## config.mk

```make
export PLATFORM = sky130hd
export DESIGN_NAME = mf3_fifo
export DESIGN_NICKNAME = d
export VERILOG_FILES = /design/src/hdl/mf3_pkg.sv /design/src/hdl/mf3_fifo.sv
export SDC_FILE = /design/constraint.sdc
export NUM_CORES = 1
export LEC_CHECK = 0
export BUFFER_PORTS_ARGS = -buffer_cell sky130_fd_sc_hd__buf_4
export CAP_MARGIN = 5
export CORE_MARGIN = 10
export CORE_UTILIZATION = 45
export CTS_BUF_LIST = sky130_fd_sc_hd__clkbuf_2 sky130_fd_sc_hd__clkbuf_4 sky130_fd_sc_hd__clkbuf_8
export DETAILED_ROUTE_END_ITERATION = 10
export HOLD_SLACK_MARGIN = 0.1
export SLEW_MARGIN = 20
export SYNTH_ARGS = -nofsm -noshare
export SYNTH_HDL_FRONTEND = slang
export SYNTH_SLANG_ARGS = --single-unit
```

## constraint.sdc

```tcl
create_clock -name i_clk -period 4 [get_ports i_clk]
set_clock_uncertainty 0.05 [all_clocks]
set_input_delay 0.8 -clock i_clk [delete_from_list [all_inputs] [get_ports i_clk]]
set_output_delay 0.8 -clock i_clk [all_outputs]
set_load 0.005 [all_outputs]
```

## src/hdl/mf3_pkg.sv

```systemverilog
// Shared constants and types for the 3x3 median filter.
package mf3_pkg;

    // Line store sizing: interior width plus the two border columns.
    localparam int MAX_WIDTH    = 512;
    localparam int HEIGHT_LIMIT = 4096;
    localparam int STORE_DEPTH  = MAX_WIDTH + 2;
    localparam int ADDR_W       = $clog2(STORE_DEPTH);

    // Field and counter widths.
    localparam int PIX_W = 8;
    localparam int COL_W = 10;
    localparam int ROW_W = 13;
    localparam int WIN_N = 9;

    // Queue between the window front end and the sorting back end.
    localparam int Q_DEPTH = 4;
    localparam int Q_AW    = $clog2(Q_DEPTH);
    localparam int Q_CW    = $clog2(Q_DEPTH + 1);

    typedef logic [PIX_W-1:0] t_pix;

    // Nine window pixels: index 0..5 are the two older columns, top to bottom,
    // then the newest column (top, middle, current pixel).
    typedef t_pix [WIN_N-1:0] t_win;

    typedef struct packed {
        t_win v;
        logic last;
    } t_item;

    // Effective frame size and the restart strobe from a register write.
    typedef struct packed {
        logic [COL_W-1:0] width;
        logic [ROW_W-1:0] height;
        logic             restart;
    } t_cfg;

endpackage

```

## src/hdl/mf3_fifo.sv

```systemverilog
// Short queue of complete windows between the front end and the sorter.
module mf3_fifo (
    input  logic                     i_clk,
    input  logic                     i_rst_n,
    input  logic                     i_push,
    input  mf3_pkg::t_item           i_item,
    input  logic                     i_pop,
    output mf3_pkg::t_item           o_item,
    output logic [mf3_pkg::Q_CW-1:0] o_count
);

    mf3_pkg::t_item               r_mem [mf3_pkg::Q_DEPTH];
    logic [mf3_pkg::Q_AW-1:0]     r_wr;
    logic [mf3_pkg::Q_AW-1:0]     r_rd;
    logic [mf3_pkg::Q_CW-1:0]     r_count;

    always_ff @(posedge i_clk) begin
        if (!i_rst_n) begin
            r_wr    <= '0;
            r_rd    <= '0;
            r_count <= '0;
        end else begin
            if (i_push) begin
                r_wr <= r_wr + 1'b1;
            end
            if (i_pop) begin
                r_rd <= r_rd + 1'b1;
            end
            case ({i_push, i_pop})
                2'b10:   r_count <= r_count + 1'b1;
                2'b01:   r_count <= r_count - 1'b1;
                default: r_count <= r_count;
            endcase
        end
    end

    always_ff @(posedge i_clk) begin
        if (i_push) begin
            r_mem[r_wr] <= i_item;
        end
    end

    assign o_item  = r_mem[r_rd];
    assign o_count = r_count;

endmodule

```

==> key figures, run 1 <==
Status
  • Status: finished, final reports clean

Global routing
  • Overflow left after global routing: 0
  • Number of global-route vias before repair: 5769
  • Initial antenna violation count: 1
  • Largest net degree at the start of global routing: 51
  • GRT Resource Usage Total: 13.64%
  • Global-route wire length before repair: 32.66 mm

Synthesis
  • Post-synth EDFFs: 292
  • Synth async-reset ratio: 0%
  • Post-synth top flop: edfxtp_1
  • Mapped Nets: 508
  • Post-Synthesis Cells: 425
  • Multiplexer share of the synthesized area: 15.01%
  • Adder-cell share of the synthesized area: 0.7475%
  • Netlist Area Pre-Place: 11050 sq um
  • Post-Synth Simple-Gate Area: 0.7475%
  • Cell taking the most area after synthesis: edfxtp_1
  • Yosys top cell area share: 79.37%
  • Synth Area in Compound Gates: 0.1586%
  • Syn. warnings: 0
  • Cell variety after synth: 20
  • Synth Register Bits: 301
  • Avg Inst Size Synth: 25.99 sq um
  • Post-synthesis sequential area ratio: 81.01%
  • Top cells by count, synth: 292 x edfxtp_1, 72 x mux4_2, 10 x and2_1
  • XOR/XNOR share of the synthesized area: 0.3964%
  • Synth area leaders: edfxtp_1 79%, mux4_2 15%, dfxtp_1 1.6%
  • Count leader, synth: edfxtp_1
  • Largest family of logic cells by synthesized area: multiplexers

Power
  • Leakage: 4.572 nW
  • PD cells: 510.9 nW/um^2
  • Peak supply drop: 0.2984 mV

Floorplan
  • Die area: 31220 sq um
  • Core Box Area: 24250 sq um
  • Std-Cell Rows: 57
  • Die Span Y: 176.7 um
  • I/O Pins: 153
  • Chip width: 176.7 um
  • Starting Density: 45.56%

Critical path
  • Slowest Stage Delay on Critical Path: 0.78 ns
  • Worst Setup Start Kind: register
  • Slowest-stage cell, CP: dfxtp_4
  • Crit Path Category: reg -> out
  • Crit. End Element: output port
  • Worst EP arrival: 2.27 ns
  • Bufs and invs on worst path: 2
  • Crit-path cells: buf_4, mux4_2, buf_4
  • Max FO, Critical Path: 41
  • CP required: 3.15 ns
  • CP most frequent cell: buf_4
  • Delay-heaviest family, CP: flip-flops
  • R2R setup slack: 1.97 ns

Placement
  • GP Congestion: 0.7069
  • Number of instances in the placed design: 894
  • DP Wirelength: 12.92 mm
  • IO Port Bufs: 152

Drt
  • DRT Pass-1 Iters: 4
  • Total number of vias: 4953
  • DR vias/cell: 5.059
  • DRT Wirelength: 21.23 mm
  • WL/cell: 21.68 um
  • Initial drt markers: 279
  • # DRC: 0
  • Post-route ant nets: 0

Finish
  • Finished Layout Cells: 979
  • Final Net Count: 702
  • Syn-to-layout area delta: 21.97%
  • Fillers: 1865
  • Proportion of layout cells with a drive suffix above 1: 47.71%
  • FF+latch area: 8956 sq um
  • Multi-input gate area: 1894 sq um
  • Final Util: 55.57%

Clocking
  • CTS Buf Count: 47
  • Setup Buffers After CTS: 0
  • Clock Tree Buf Depth: 3
  • Hold buffers post-CTS: 0
  • Clock-pin transition on the worst setup and hold timing paths: 0.07 ns
  • CTS H-tree depth: 2
  • Root Buffer: clkbuf_8
  • Clock net sink count: 301
  • Post-cts resize count: 0
  • CTS tree: yes
  • Clock latency on the worst-skew pair: 0.53 ns

Timing
  • Hold WS: 0.4056 ns
  • Max Slew Vio Count: 0
  • RSZ-0062 raised after global routing: no
  • TNS Setup: 0 ns
  • Tcrit/Tclk final: 78.05%
  • Fin. Hold Viols: 0
  • Max frequency: 0.3203 GHz
  • Max_slew headroom: 47.45%
  • Crit path time final: 3.122 ns
  • Setup violations, final: 0
  • Least-Margin Pin Slew: 0.7883 ns

Min path
  • Min-delay worst type: in -> reg

Job
  • Max cap viols: 0
==> path summary, 6_finish.rpt <==
check	startpoint	cells past startpoint	end
worst max-delay path	register	3	o_item[57]
worst min-delay path	i_item[51]	1	r_mem[3][51]
worst max register to register	r_wr[0]	4	r_mem[2][61]
worst min register to register	o_count[2]	2	o_count[2]
==> metal layers <==
layer | track usage, % | share of wire (%) | vias to the layer above | routed length [um]
met3 | 4.779 | 7.2 | 21 | 1529
met2 | 23.29 | 52 | 145 | 10950
li1 | - | - | 2204 | -
met4 | 3.783 | 1.1 | 0 | 228
met5 | 0 | 0 | - | 0
met1 | 16.08 | 40 | 2583 | 8516
==> cell usage in the layout, fill, tap and decap left out, types with 2 or more instances in the layout <==
cell / Yosys / routed
and2_1: 10 / 6
and2_4: 0 / 4
buf_12: 7 / 4
buf_4: 0 / 157
bufinv_16: 0 / 2
clkbuf_4: 0 / 15
clkbuf_8: 0 / 50
clkinv_1: 0 / 11
clkinv_2: 0 / 5
dfxtp_1: 9 / 7
dfxtp_4: 0 / 2
edfxtp_1: 292 / 292
ha_1: 5 / 5
inv_1: 6 / 6
mux4_2: 72 / 72
nand2_1: 2 / 2
o21ai_0: 2 / 2
xnor2_1: 2 / 2
xor2_1: 3 / 3
==> registers in the layout (all words and copies together), names as in the netlist, named ones only <==
signal and cells:
o_count 3, r_rd 2, r_mem 292, r_wr 2
==> area by class of cell <==
cell class                 count  share of cell area [%]
inverter                       6                  0.1671
timing repair buffer         161                   9.342
multi-input combinational    102                   14.06
antenna                        1                 0.01857
clock buffer                  65                   5.943
sequential                   301                   66.47
tap                          324                   3.009
clock inverter                19                  0.9936
==> worst register-to-register path, cell delays in order (launching register included) <==
cell and delay (ns):
dfxtp_1 0.35, inv_1 0.09, ha_1 0.15, and2_4 0.67
buf_4 0.40
==> power by group <==
group	total (mW)	internal [mW]	switching, mW	leakage, nW
registers	3.67	3.62	0.0516	2.76
clock network	2.52	1.42	1.10	0.494
logic	0.689	0.381	0.308	1.32
==> through the flow <==
stage / total power [mW] / setup WS (ns) / instance area (sq um)
detailed placement: 4.452 / 1.378 / 12540
floorplan: 4.088 / 1.004 / 11050
CTS: 6.992 / 0.7799 / 13470
finish: 6.884 / 0.8780 / 13470
global placement: 4.431 / 1.379 / 12540
global route: 7.184 / 0.7406 / 13470
==> logic make-up after synthesis <==
family                   count (synthesis)
buffers and inverters                   22
XOR/XNOR                                 5
AND/OR/NAND/NOR                         14
AO/OA/AOI/OAI                            3
adder cells (fa/ha/maj)                  6
multiplexers                            74
flip-flops                             301
No activity file was read; power rests on OpenSTA's default activity.
==> run 2: changes to the inputs <==
==> constraint.sdc (replaced) <==
create_clock -name i_clk -period 2.9 [get_ports i_clk]
set_clock_uncertainty 0.05 [all_clocks]
set_input_delay 0.58 -clock i_clk [delete_from_list [all_inputs] [get_ports i_clk]]
set_output_delay 0.58 -clock i_clk [all_outputs]
set_load 0.005 [all_outputs]
==> key figures, run 2 (same netlist as run 1, synthesis figures left out) <==
Clocking
  • Hold buffers post-CTS: 0 (unchanged)
  • Clock Tree Buf Depth: 3 (unchanged)
  • Clock net sink count: 301 (unchanged)
  • Clock-pin transition on the worst setup and hold timing paths: 0.06 ns (was 0.07 ns)
  • CTS Buf Count: 48 (was 47)
  • CTS tree: yes (unchanged)
  • CTS H-tree depth: 2 (unchanged)
  • Clock latency on the worst-skew pair: 0.52 ns (was 0.53 ns)
  • Root Buffer: clkbuf_8 (unchanged)

Timing
  • TNS Setup: 0 ns (unchanged)
  • Max frequency: 0.3744 GHz
  • Least-Margin Pin Slew: 0.4166 ns (was 0.7883 ns)
  • Tcrit/Tclk final: 92.11%
  • Setup violations, final: 0 (unchanged)
  • Max Slew Vio Count: 0 (unchanged)
  • Max_slew headroom: 72.23% (was 47.45%)
  • Crit path time final: 2.671 ns
  • RSZ-0062 raised after global routing: no (unchanged)
  • Fin. Hold Viols: 0 (unchanged)

Critical path
  • Slowest Stage Delay on Critical Path: 0.58 ns (was 0.78 ns)
  • Slowest-stage cell, CP: mux4_2 (was dfxtp_4)
  • Crit. End Element: output port (unchanged)
  • Crit-path cells: buf_16, mux4_2, buf_4 (was buf_4, mux4_2, buf_4)
  • Worst EP arrival: 2.04 ns (was 2.27 ns)
  • Bufs and invs on worst path: 2 (unchanged)
  • Delay-heaviest family, CP: multiplexers (was flip-flops)
  • Max FO, Critical Path: 32 (was 41)
  • Crit Path Category: reg -> out (unchanged)
  • Worst Setup Start Kind: register (unchanged)
  • CP required: 2.27 ns (was 3.15 ns)

Floorplan
  • Die area: 31220 sq um (unchanged)
  • Core Box Area: 24250 sq um (unchanged)
  • Starting Density: 45.56% (unchanged)
  • Chip width: 176.7 um (unchanged)
  • Die Span Y: 176.7 um (unchanged)
  • Std-Cell Rows: 57 (unchanged)
  • I/O Pins: 153 (unchanged)

Power
  • Peak supply drop: 0.3220 mV (was 0.2984 mV)
  • PD cells: 695.8 nW/um^2 (was 510.9 nW/um^2)
  • Leakage: 4.642 nW (was 4.572 nW)

Global routing
  • Global-route wire length before repair: 33.31 mm (was 32.66 mm)
  • Initial antenna violation count: 0 (was 1)
  • Largest net degree at the start of global routing: 47 (was 51)
  • GRT Resource Usage Total: 13.92% (was 13.64%)
  • Overflow left after global routing: 0 (unchanged)
  • Number of global-route vias before repair: 5767 (was 5769)

Status
  • Status: finished, final reports clean (unchanged)

Drt
  • # DRC: 0 (unchanged)
  • DRT Wirelength: 21.63 mm (was 21.23 mm)
  • DRT Pass-1 Iters: 4 (unchanged)
  • DR vias/cell: 5.078 (was 5.059)
  • Initial drt markers: 229 (was 279)
  • WL/cell: 21.87 um (was 21.68 um)
  • Total number of vias: 5022 (was 4953)
  • Post-route ant nets: 0 (unchanged)

Finish
  • Most frequent cells in the layout: 292 x edfxtp_1, 164 x buf_4, 72 x mux4_2 (was 292 x edfxtp_1, 157 x buf_4, 72 x mux4_2)
  • Final Cell Area: 13610 sq um (was 13470 sq um)
  • Final Net Count: 714 (was 702)
  • Most common cell after layout, fill and taps aside: edfxtp_1 (unchanged)
  • Syn-to-layout area delta: 23.22% (was 21.97%)
  • Proportion of layout cells with a drive suffix above 1: 48.72% (was 47.71%)
  • Largest register FFs: 292 (unchanged)
  • Largest reg by FF count: r_mem (unchanged)
  • # diodes: 0 (was 1)
  • Fillers: 1854 (was 1865)

Job
  • Max cap viols: 0 (unchanged)

Placement
  • Placed cell areas: 12620 sq um (was 12540 sq um)
  • DP Wirelength: 13.31 mm (was 12.92 mm)
  • IO Port Bufs: 152 (unchanged)
  • GP Congestion: 0.6793 (was 0.7069)

Min path
  • Min-delay worst type: in -> reg (unchanged)
-- run 2: timing repair --
| item | 4_1_cts | 5_1_grt |
|---|---|---|
| endpoints found under the setup margin | 0 | 13 |
| setup buffers | 0 | 7 |
| gates resized for setup | 0 | 2 |
-- run 2: metrics by stage --
stage / setup WS, ns / utilization [%] / hold WS (ns) / power, mW / std cells
after detailed placement: 0.6432 / 52.03 / 0.5005 / 6.161 / 898
final: 0.2287 / 56.14 / 0.1901 / 9.470 / 989
after global placement: 0.6411 / 52.03 / 0.4317 / 6.128 / 898
after global routing: 0.1078 / 56.14 / 0.1436 / 9.900 / 989
after floorplan: 0.1240 / - / 0.4308 / 5.638 / 425
after CTS: 0.04676 / 55.86 / 0.1468 / 9.610 / 982
-- run 2: where the power goes --
| part | switching (mW) | internal [mW] |
|---|---|---|
| logic | 0.441 | 0.557 |
| clock network | 1.49 | 1.92 |
| registers | 0.0663 | 5.00 |
| total | 2.00 | 7.47 |
-- run 2: final cells by class --
class | count | area [sq um] | share of cell area, %
flip-flops and latches | 301 | 8956 | 65.80
multi-input cells | 102 | 1894 | 13.92
repair buffers | 172 | 1406 | 10.33
clock buffers | 68 | 829.5 | 6.094
well taps | 324 | 405.4 | 2.978
clock inverters | 16 | 97.59 | 0.7170
inverters | 6 | 22.52 | 0.1655
-- run 2: final timing paths --
| check | from | endpoint | slack [ns] | cells after the start |
|---|---|---|---|---|
| setup reg to reg | o_count[0] | o_count[2] | 1.23 | 5 |
| hold reg to reg | o_count[2] | o_count[2] | 0.50 | 2 |
| hold / removal | i_item[58] | r_mem[1][58] | 0.19 | 1 |
| setup / recovery | register | o_item[0] | 0.23 | 3 |
-- run 2: metal layers --
layer,wire length (um),track usage (%),vias to the layer above
li1,-,-,2223
met1,8693,16.87,2633
met3,1413,4.801,29
met4,334,4.168,0
met2,11190,23.16,137
met5,0,0,-
