`src/hdl/mf3_pkg.sv`:
```
// Shared constants and types for the 3x3 median filter.
package mf3_pkg;

    // Line store sizing: interior width plus the two border columns.
    localparam int MAX_WIDTH    = 512;
    localparam int HEIGHT_LIMIT = 4096;
    localparam int STORE_DEPTH  = MAX_WIDTH + 2;
    localparam int ADDR_W       = $clog2(STORE_DEPTH);

    // Field and counter widths.
    localparam int PIX_W = 8;
    localparam int COL_W = 10;
    localparam int ROW_W = 13;
    localparam int WIN_N = 9;

    // Queue between the window front end and the sorting back end.
    localparam int Q_DEPTH = 4;
    localparam int Q_AW    = $clog2(Q_DEPTH);
    localparam int Q_CW    = $clog2(Q_DEPTH + 1);

    typedef logic [PIX_W-1:0] t_pix;

    // Nine window pixels: index 0..5 are the two older columns, top to bottom,
    // then the newest column (top, middle, current pixel).
    typedef t_pix [WIN_N-1:0] t_win;

    typedef struct packed {
        t_win v;
        logic last;
    } t_item;

    // Effective frame size and the restart strobe from a register write.
    typedef struct packed {
        logic [COL_W-1:0] width;
        logic [ROW_W-1:0] height;
        logic             restart;
    } t_cfg;

endpackage

```
`src/hdl/mf3_back.sv`:
```
// Back end: three-stage median-of-nine exchange network with the output register.
module mf3_back (
    input  logic           i_clk,
    input  logic           i_rst_n,
    input  logic           i_q_valid,
    input  mf3_pkg::t_item i_q_item,
    output logic           o_pop,
    input  logic           i_ready,
    output logic           o_valid,
    output mf3_pkg::t_pix  o_median_out,
    output logic           o_frame_last
);

    function automatic mf3_pkg::t_pix pix_min(mf3_pkg::t_pix a, mf3_pkg::t_pix b);
        return (a < b) ? a : b;
    endfunction

    function automatic mf3_pkg::t_pix pix_max(mf3_pkg::t_pix a, mf3_pkg::t_pix b);
        return (a < b) ? b : a;
    endfunction

    // Compare-exchange: smaller value to position i, larger to position j.
    function automatic mf3_pkg::t_win cas(mf3_pkg::t_win v, logic [3:0] i, logic [3:0] j);
        mf3_pkg::t_win r;
        r    = v;
        r[i] = pix_min(v[i], v[j]);
        r[j] = pix_max(v[i], v[j]);
        return r;
    endfunction

    logic           adv;
    mf3_pkg::t_win  s1_n;
    mf3_pkg::t_win  s2_n;
    mf3_pkg::t_pix  m_a;
    mf3_pkg::t_pix  m_b;
    mf3_pkg::t_pix  m_c;

    logic           r_v1;
    logic           r_v2;
    logic           r_v3;
    mf3_pkg::t_win  r_s1;
    logic           r_l1;
    mf3_pkg::t_pix  r_p2;
    mf3_pkg::t_pix  r_p4;
    mf3_pkg::t_pix  r_p6;
    logic           r_l2;
    mf3_pkg::t_pix  r_median;
    logic           r_last;

    assign adv   = !r_v3 || i_ready;
    assign o_pop = adv && i_q_valid;

    // Sort each column of three.
    always_comb begin
        s1_n = i_q_item.v;
        s1_n = cas(s1_n, 4'd1, 4'd2);
        s1_n = cas(s1_n, 4'd4, 4'd5);
        s1_n = cas(s1_n, 4'd7, 4'd8);
        s1_n = cas(s1_n, 4'd0, 4'd1);
        s1_n = cas(s1_n, 4'd3, 4'd4);
        s1_n = cas(s1_n, 4'd6, 4'd7);
        s1_n = cas(s1_n, 4'd1, 4'd2);
        s1_n = cas(s1_n, 4'd4, 4'd5);
        s1_n = cas(s1_n, 4'd7, 4'd8);
    end

    // Cross the columns; only positions 2, 4 and 6 can still hold the median.
    always_comb begin
        s2_n = r_s1;
        s2_n = cas(s2_n, 4'd0, 4'd3);
        s2_n = cas(s2_n, 4'd5, 4'd8);
        s2_n = cas(s2_n, 4'd4, 4'd7);
        s2_n = cas(s2_n, 4'd3, 4'd6);
        s2_n = cas(s2_n, 4'd1, 4'd4);
        s2_n = cas(s2_n, 4'd2, 4'd5);
        s2_n = cas(s2_n, 4'd4, 4'd7);
    end

    // Median of the three survivors.
    always_comb begin
        m_a = pix_min(r_p4, r_p2);
        m_b = pix_max(r_p4, r_p2);
        m_c = pix_max(r_p6, m_a);
    end

    always_ff @(posedge i_clk) begin
        if (!i_rst_n) begin
            r_v1 <= 1'b0;
            r_v2 <= 1'b0;
            r_v3 <= 1'b0;
        end else if (adv) begin
            r_v1 <= i_q_valid;
            r_v2 <= r_v1;
            r_v3 <= r_v2;
        end
    end

    always_ff @(posedge i_clk) begin
        if (adv) begin
            r_s1     <= s1_n;
            r_l1     <= i_q_item.last;
            r_p2     <= s2_n[2];
            r_p4     <= s2_n[4];
            r_p6     <= s2_n[6];
            r_l2     <= r_l1;
            r_median <= pix_min(m_c, m_b);
            r_last   <= r_l2;
        end
    end

    assign o_valid      = r_v3;
    assign o_median_out = r_median;
    assign o_frame_last = r_last;

endmodule

```
`config.mk`:
```
export PLATFORM = sky130hd
export DESIGN_NAME = mf3_back
export DESIGN_NICKNAME = d
export VERILOG_FILES = /design/src/hdl/mf3_pkg.sv /design/src/hdl/mf3_back.sv
export SDC_FILE = /design/constraint.sdc
export NUM_CORES = 1
export LEC_CHECK = 0
export ABC_AREA = 1
export BUFFER_PORTS_ARGS = -buffer_cell sky130_fd_sc_hd__buf_4
export CAP_MARGIN = 20
export CORE_ASPECT_RATIO = 0.9
export CORE_UTILIZATION = 53
export DETAILED_ROUTE_END_ITERATION = 10
export PLACE_DENSITY_LB_ADDON = 0.08
export SYNTH_ARGS = -nofsm -noshare
export SYNTH_HDL_FRONTEND = slang
export SYNTH_SLANG_ARGS = --single-unit
```
`constraint.sdc`:
```
create_clock -name i_clk -period 12.7 [get_ports i_clk]
set_input_delay 1.27 -clock i_clk [delete_from_list [all_inputs] [get_ports i_clk]]
set_output_delay 1.27 -clock i_clk [all_outputs]
set_load 0.05 [all_outputs]
```
==> metrics.cfg, run 1 <==
[sta]
report.final.slew_viol_count=0
min_period_over_period_pct=48.2
finalSetupTns_ns=0
fmax_ghz=0.163
hold_violations=0
skew_ns=0.00762
fin_crit_ns=6.12
setup_viol=0
rsz0062_at_grt=no
worst_pin_slew_ns=1.10
slew-limit-headroom_pct=26.7

[yosys]
synth_compound_area_share_pct=13.2
synth_seq_cells=110
syn_area_sq_mm=0.00959
ys_warn_count=0
synth_top_family_by_area=simple AND/OR/NAND/NOR gates
synthAdderAreaFrac_pct=17.0
synthSimpleGateAreaFrac_pct=27.0
seq_area_frac_synth_pct=34.1
syn_inst=1299
synthMuxAreaShare_pct=0
syn_nets=1506
synth_xor_area_share_pct=0
ys_types=27
syn_area_per_cell_sq_um=7.38

[clocking]
numCtsBuffers=9
path_clk_slew_ns=0.07
clockRootBuffer=clkbuf_16
cts-resized-gates=0
cts_hold_buf=0
htree_levels=3
cts_sinks=110
post_cts_buffers=0
cts.path.max_buffers=2
clock_latency_ns=0.36
cts_tree=done

[final_layout]
drive_above_1_share_pct=11.3
fin_nets=1570
antenna_cells=0
syn2layout_area_growth_pct=10.8

[die]
die_h_um=130
die_area_sq_mm=0.0186
initial_utilization_pct=54.2
core_sq_mm=0.0177
die_x_um=144
ioPinCount=88
num_rows=46

[worst_setup_path]
critPathArrivalTime_ns=6.22
crit_type=in -> reg
critPathMaxFanout=31
end_kind=flop
startpoint_type=primary input
cp.required_ns=12.81

[routing]
wl_met3_um=857
finalWirelength_mm=21.1
route.met2.wl_mm=9.47
wl_met1_mm=10.3
via_per_inst=5.14
avgRoutedWirePerCell_um=13.1
detail-route-antenna-nets=0
drt_iter0_drc=510
top_layer_used=met4
vias=8252
dr.pass1.iters=6
drc=0

[grt]
grt_max_degree=59
grt_overflow=0
grtUsageTotal_pct=23.6
grt_pass1_vias=7141
antenna_found_initial=0
grt_pass1_wl_mm=34.2

[run]
maxCapViolations=0

[run_status]
status=completed

[place]
place.gp.congestion=0.906
port_buffers=87
hpwl_mm=16.8

[min_path]
min_path_type=reg -> reg

==> layout make-up <==
class / count / area [sq um]
multi-input cells: 981 / 5470
clock buffers: 11 / 233
well taps: 240 / 300
repair buffers: 92 / 686
fillers: 1665 / 7040
clock inverters: 4 / 25.0
flip-flops and latches: 110 / 3270
inverters: 169 / 637
==> per-stage QoR <==
stage / setup WS [ns] / util (%) / hold slack [ns] / std cells / instance area (sq um)
6_report: 6.58 / 60.1 / 0.422 / 1607 / 10600
4_1_cts: 6.60 / 60.0 / 0.421 / 1604 / 10600
5_1_grt: 6.10 / 60.1 / 0.428 / 1607 / 10600
3_3_place_gp: 6.34 / 58.6 / 0.403 / 1589 / 10300
2_1_floorplan: 7.35 / - / 0.400 / 1299 / 9590
3_5_place_dp: 6.22 / 58.6 / 0.405 / 1589 / 10300
==> worst max-delay path, cell delays in order <==
cell and delay (ns):
buf_4 0.10, inv_1 0.07, ha_1 0.24, a21oi_1 0.16, o21a_1 0.23, nand2_2 0.29, a21oi_1 0.23, inv_1 0.08
ha_1 0.29, a21oi_1 0.15, nor2_1 0.06, a211oi_1 0.29, nand2_2 0.36, o21ai_0 0.48, ha_1 0.32, a21oi_1 0.14
nor2_1 0.06, a211oi_2 0.85, nand2_4 0.31, nand2_2 0.13, nand2_1 0.07
==> worst paths after layout <==
kind | startpoint | to | slack, ns | cells past startpoint
worst max-delay path | i_q_item[48] | r_s1[42]$_DFFE_PN_ | 6.58 | 21
worst min-delay path | r_l1$_DFFE_PN_ | r_l2$_DFFE_PN_ | 0.42 | 0
worst max register to register | r_s1[39]$_DFFE_PN_ | r_p4[2]$_DFFE_PN_ | 7.45 | 19
worst min register to register | r_l1$_DFFE_PN_ | r_l2$_DFFE_PN_ | 0.42 | 0
==> synthesized netlist by cell type <==
master,instances,area [sq um]
nor2_1,77,289
clkbuf_1,18,67.6
a21o_1,1,7.51
buf_4,3,22.5
a211oi_2,3,37.5
a21oi_1,85,425
buf_6,1,11.3
nand3b_1,5,37.5
edfxtp_1,107,3210
nand4_1,3,18.8
o211ai_1,2,15.0
buf_8,2,30.0
o211ai_2,1,12.5
o21bai_1,3,22.5
o21ai_1,2,10.0
dfxtp_1,3,60.1
o21ai_0,125,626
nand2_4,6,67.6
a211oi_1,9,67.6
inv_2,3,11.3
o21a_1,5,37.5
ha_1,130,1630
nand2_2,36,225
nand2_1,397,1490
nand3_1,91,455
buf_2,15,75.1
inv_1,166,623
==> state kept, by name, indices dropped and copies added, names as in the netlist <==
register and cells:
r_s1 72, o_median_out 8, r_p2 8, r_p4 8, r_p6 8, o_frame_last 1
o_valid 1, r_l1 1, r_l2 1, r_v1 1, r_v2 1
==> routing by layer <==
layer / vias to the layer above / track usage (%)
met3: 27 / 3.58
met4: 0 / 6.82
met2: 154 / 38.5
met5: - / 0
met1: 3632 / 32.5
li1: 4439 / -
==> cells in the final DEF (no fill, tap or decap), types with 36 or more instances in the layout <==
cell	count
nand2_1	397
inv_1	165
ha_1	130
o21ai_0	125
edfxtp_1	107
nand3_1	91
buf_4	90
a21oi_1	85
nor2_1	77
nand2_2	36
==> cell families (layout without fill, tap and decap cells) <==
kind of cell,Yosys count,in the layout
and+or+nand+nor,615,615
DFF,110,110
adders and majority gates,130,130
AOI/OAI and AO/OA,236,236
buffers and inverters,208,276
Power of run 1 is left out: the tool's default activity adds up to more than one toggle a clock period on the data nets, which glitch-free logic cannot reach.
==> run 2, diff against run 1 <==
- clock period: 12.7 -> 5.5 ns (I/O delays scaled with it)
==> metrics.cfg, run 2 (synthesis results as in run 1) <==
[run_status]
status=completed

[final_layout]
fin_nets=1577  ; +0.45%
drive_above_1_share_pct=12.0  ; +0.66 points
syn2layout_area_growth_pct=11.6
largest_reg_flops=72  ; unchanged
final_common_cell=nand2_1
max_flop_register=r_s1
antenna_cells=0  ; unchanged
final_cell_mix=nand2_1 (397), inv_1 (165), ha_1 (130), o21ai_0 (125), edfxtp_1 (107)

[clocking]
clockRootBuffer=clkbuf_16
numCtsBuffers=9  ; unchanged
cts_tree=done
clock_latency_ns=0.35  ; about the same
cts_sinks=110  ; unchanged
cts-resized-gates=0  ; unchanged
cts_hold_buf=0  ; unchanged
post_cts_buffers=0  ; unchanged
cts.path.max_buffers=2  ; unchanged
htree_levels=3  ; unchanged
path_clk_slew_ns=0.07  ; about the same

[worst_setup_path]
critPathArrivalTime_ns=4.94  ; -1.28 ns
r2r.worst_path.cells=20  ; +1
cp.required_ns=5.60  ; -7.21 ns
rr_endpoint=r_p4[2]$_DFFE_PN_
end_kind=flop
worstReg2RegStart=r_s1[39]$_DFFE_PN_
startpoint_type=flop
reg2reg_slack_ns=0.67  ; -6.78 ns
critPathMaxFanout=18  ; -42%
crit_type=reg -> reg

[min_path]
hold_path_startpoint=i_q_item[0]
hold_depth=1  ; +1
min_path_type=in -> reg
holdPathEnd=r_l1$_DFFE_PN_

[sta]
skew_ns=0.00564  ; -0.00198 ns
min_period_over_period_pct=87.9
finalSetupTns_ns=0  ; unchanged
worst_pin_slew_ns=0.950  ; -0.148 ns
setup_viol=0  ; unchanged
report.final.slew_viol_count=0  ; unchanged
rsz0062_at_grt=no
slew-limit-headroom_pct=36.0  ; +9.3 points
fin_crit_ns=4.83
hold_violations=0  ; unchanged
fmax_ghz=0.207

[routing]
via_per_inst=5.11  ; -0.42%
finalWirelength_mm=21.1  ; +0.19%
vias=8258  ; +0.073%
drc=0  ; unchanged
detail-route-antenna-nets=0  ; unchanged
dr.pass1.iters=6  ; unchanged
avgRoutedWirePerCell_um=13.1  ; -0.31%
drt_iter0_drc=632  ; +24%

[grt]
antenna_found_initial=0  ; unchanged
use_met1_pct=32.4  ; -0.11 points
grt_pass1_vias=7447  ; +4.3%
grt_pass1_wl_mm=34.9  ; +2.1%
grtUsageTotal_pct=24.2  ; +0.56 points
grt_overflow=0  ; unchanged
grt_max_degree=59  ; unchanged
top_usage_layer=met2
grt_use_met2_pct=39.4  ; +0.94 points
globalRouteMet3Util_pct=4.77  ; +1.2 points

[run]
maxCapViolations=0  ; unchanged

[place]
hpwl_mm=17.1  ; +1.7%
place.gp.congestion=0.970  ; +7.1%
port_buffers=87  ; unchanged

[die]
num_rows=46  ; unchanged
ioPinCount=88  ; unchanged
core_sq_mm=0.0177  ; unchanged
die_area_sq_mm=0.0186  ; unchanged
initial_utilization_pct=54.2  ; unchanged
die_h_um=130  ; unchanged
die_x_um=144  ; unchanged

## run 2: changes by cell type in the layout (fill, tap and decap cells not counted)
cell        previous run  this run
inv_6                  0         2
clkbuf_1               2         0
clkinv_4               0         1
clkbuf_2               1         0
clkinvlp_4             2         1
clkinv_2               2         3
buf_4                 90        99
buf_2                  1         0
## run 2: per-layer routing
| layer | up-vias | routed length (um) |
|---|---|---|
| li1 | 4442 | - |
| met4 | 0 | 429 |
| met1 | 3632 | 10100 |
| met5 | - | 0 |
| met3 | 19 | 1090 |
| met2 | 165 | 9470 |
## run 2: critical path, stage by stage (launching register included)
cell and delay, ns:
edfxtp_1 0.47, ha_1 0.35, a21oi_1 0.17, o21a_1 0.17, nand2_1 0.27, buf_4 0.29, o21ai_0 0.31, ha_1 0.32
nand2_1 0.07, nor2_1 0.04, a211oi_1 0.27, nand2_1 0.33, o21ai_0 0.37, ha_1 0.30, a21oi_1 0.15, nor2_1 0.06
a211oi_1 0.16, buf_4 0.20, nand2_2 0.12, nand2_1 0.08, nand2_1 0.07
## run 2: through the flow
stage	instance area [sq um]	util [%]	setup WS [ns]	cells	hold slack (ns)
floorplan	9590	-	0.876	1299	0.400
detailed placement	10400	59.0	0.482	1599	0.410
global route	10700	60.6	0.280	1615	0.362
finish	10700	60.6	0.666	1615	0.372
CTS	10700	60.6	0.730	1615	0.361
global placement	10400	59.0	0.509	1599	0.403
## run 2: how the worst max path moves through the flow
| stage | from | endpoint | cells after the start |
|---|---|---|---|
| 2_1_floorplan | i_q_item[70] | r_s1[64]$_DFFE_PN_ | 24 |
| 3_3_place_gp | i_q_item[72] | r_s1[60]$_DFFE_PN_ | 21 |
| 3_5_place_dp | i_q_item[48] | r_s1[34]$_DFFE_PN_ | 21 |
| 4_1_cts | r_s1[39]$_DFFE_PN_ | r_p4[2]$_DFFE_PN_ | 20 |
| 5_1_grt | i_q_item[46] | r_s1[32]$_DFFE_PN_ | 21 |
| 6_report | r_s1[39]$_DFFE_PN_ | r_p4[2]$_DFFE_PN_ | 20 |
## run 2: area by class of cell
type	instances	area, sq um
Fill cell	1698	6970
Multi-Input combinational cell	981	5470
Sequential cell	110	3270
Timing Repair Buffer	99	743
Inverter	169	637
Tap cell	240	300
Clock buffer	9	225
Clock inverter	7	48.8
Power of run 2 is left out for the same reason.
==> run 3, diff against run 2 <==
- CELL_PAD_IN_SITES_DETAIL_PLACEMENT: unset -> 1
- CELL_PAD_IN_SITES_GLOBAL_PLACEMENT: unset -> 2
- CORE_UTILIZATION: 53 -> 35
- clock period: 5.5 -> 5 ns (I/O delays scaled with it)
==> metrics.cfg, run 3 (synthesis results as in run 1) <==
[clocking]
clockRootBuffer=clkbuf_16
cts.path.max_buffers=2  ; unchanged
clock_latency_ns=0.37  ; +0.02 ns
cts_tree=done
post_cts_buffers=0  ; unchanged
cts_sinks=110  ; unchanged
path_clk_slew_ns=0.07  ; about the same
numCtsBuffers=9  ; unchanged
htree_levels=3  ; unchanged

[sta]
worst_pin_slew_ns=1.03  ; +0.0815 ns
setup_viol=0  ; unchanged
min_period_over_period_pct=91.9
slew-limit-headroom_pct=31.0  ; -5.1 points
rsz0062_at_grt=no
hold_violations=0  ; unchanged
fmax_ghz=0.218
finalSetupTns_ns=0  ; unchanged
fin_crit_ns=4.59
skew_ns=0.00923  ; +0.00359 ns
report.final.slew_viol_count=0  ; unchanged

[run_status]
violations=DRC
status=finished with violations

[routing]
dr.pass1.iters=7  ; +1
finalWirelength_mm=26.0  ; +23%
drc=2  ; +2
vias=8435  ; +2.1%
avgRoutedWirePerCell_um=14.8  ; +14%
wl_met3_um=816  ; -25%
route.met2.wl_mm=11.9  ; +25%
wl_met1_mm=13.1  ; +30%
drt_iter0_drc=371  ; -41%
detail-route-antenna-nets=0  ; unchanged
top_layer_used=met4
via_per_inst=4.82  ; -5.8%

[final_layout]
fillers=3401  ; +100%
utilization_pct=41.0  ; -20 points
max_flop_register=r_s1
fin_nets=1599  ; +1.4%
final_cell_mix=nand2_1 (395), inv_1 (165), ha_1 (130), o21ai_0 (121), buf_4 (121)
seq_area_sq_mm=0.00327  ; unchanged
final_common_cell=nand2_1
syn2layout_area_growth_pct=15.3
largest_reg_flops=72  ; unchanged
drive_above_1_share_pct=13.5  ; +1.5 points
final_cell_count_no_fill=1751  ; +8.4%
multi_input_area_sq_mm=0.00548  ; +0.18%
antenna_cells=0  ; unchanged

[place]
port_buffers=87  ; unchanged
hpwl_mm=21.4  ; +25%
place_inst=1735  ; +8.5%
place.gp.congestion=0.874  ; -9.9%

[die]
core_sq_mm=0.0270  ; +53%
ioPinCount=88  ; unchanged
die_area_sq_mm=0.0281  ; +51%
die_x_um=176  ; +23%
num_rows=57  ; +24%
die_h_um=159  ; +23%
initial_utilization_pct=35.6  ; -19 points

[grt]
grtUsageTotal_pct=19.4  ; -4.8 points
grt_pass1_wl_mm=43.0  ; +23%
antenna_found_initial=0  ; unchanged
grt_pass1_vias=8399  ; +13%
grt_overflow=0  ; unchanged
grt_max_degree=58  ; -1.7%

[worst_setup_path]
max_stage_delay_ns=0.57  ; +0.10 ns
critPathMaxFanout=25  ; +7
crit_path_top_delay_cell=o21ai_0
path_cells=buf_4 > inv_1 > ha_1 > a21oi_1 > o21a_1 > nand2_2 > a21oi_1 > inv_1 > ha_1 > a21oi_1 > nor2_1 > a211oi_1 > nand2_2 > o21ai_0 > ha_1 > nand2_1 > nor2_1 > a211oi_2 > nand2_4 > nand2_1 > nand2_1
cp.required_ns=5.11  ; -0.49 ns
cp_top_family=compound AO/OA/AOI/OAI gates
reg2reg_slack_ns=0.41  ; -0.26 ns
path_buf_inv=3  ; +1
end_kind=flop
crit_type=in -> reg
critPathArrivalTime_ns=4.71  ; -0.23 ns
startpoint_type=primary input

[min_path]
min_path_type=in -> reg

[run]
maxCapViolations=0  ; unchanged

==> run 3: metrics by stage <==
step	hold WS (ns)	cell area, sq um	setup WS, ns
after floorplan	0.400	9590	0.426
after global placement	0.404	10700	0.111
after detailed placement	0.410	10700	0.0717
after CTS	0.287	11000	0.260
after global routing	0.291	11100	0.00826
final	0.305	11100	0.405
==> run 3: final timing paths <==
check	startpoint	end	cells past startpoint
worst min-delay path	i_q_item[0]	r_l1$_DFFE_PN_	1
worst max register to register	r_s1[39]$_DFFE_PN_	r_p4[2]$_DFFE_PN_	19
worst min register to register	r_l1$_DFFE_PN_	r_l2$_DFFE_PN_	0
worst max-delay path	i_q_item[46]	r_s1[34]$_DFFE_PN_	21
==> run 3: final cells by class <==
class | count | share of cell area (%)
Clock buffer | 11 | 2.29
Clock inverter | 5 | 0.509
Inverter | 169 | 5.76
Multi-Input combinational cell | 981 | 49.6
Sequential cell | 110 | 29.6
Tap cell | 354 | 4.01
Timing Repair Buffer | 121 | 8.22
==> run 3: timing repair <==
item                                    CTS  global route
hold buffers                              0             0
endpoints found under the setup margin    0            33
resized for setup                         0             7
==> run 3: per-layer routing <==
layer / vias to the layer above / track usage [%]
met1: 3854 / 27.7
met4: 0 / 3.92
met3: 11 / 2.58
li1: 4493 / -
met5: - / 0
met2: 77 / 31.3
Power of run 3 is left out for the same reason.
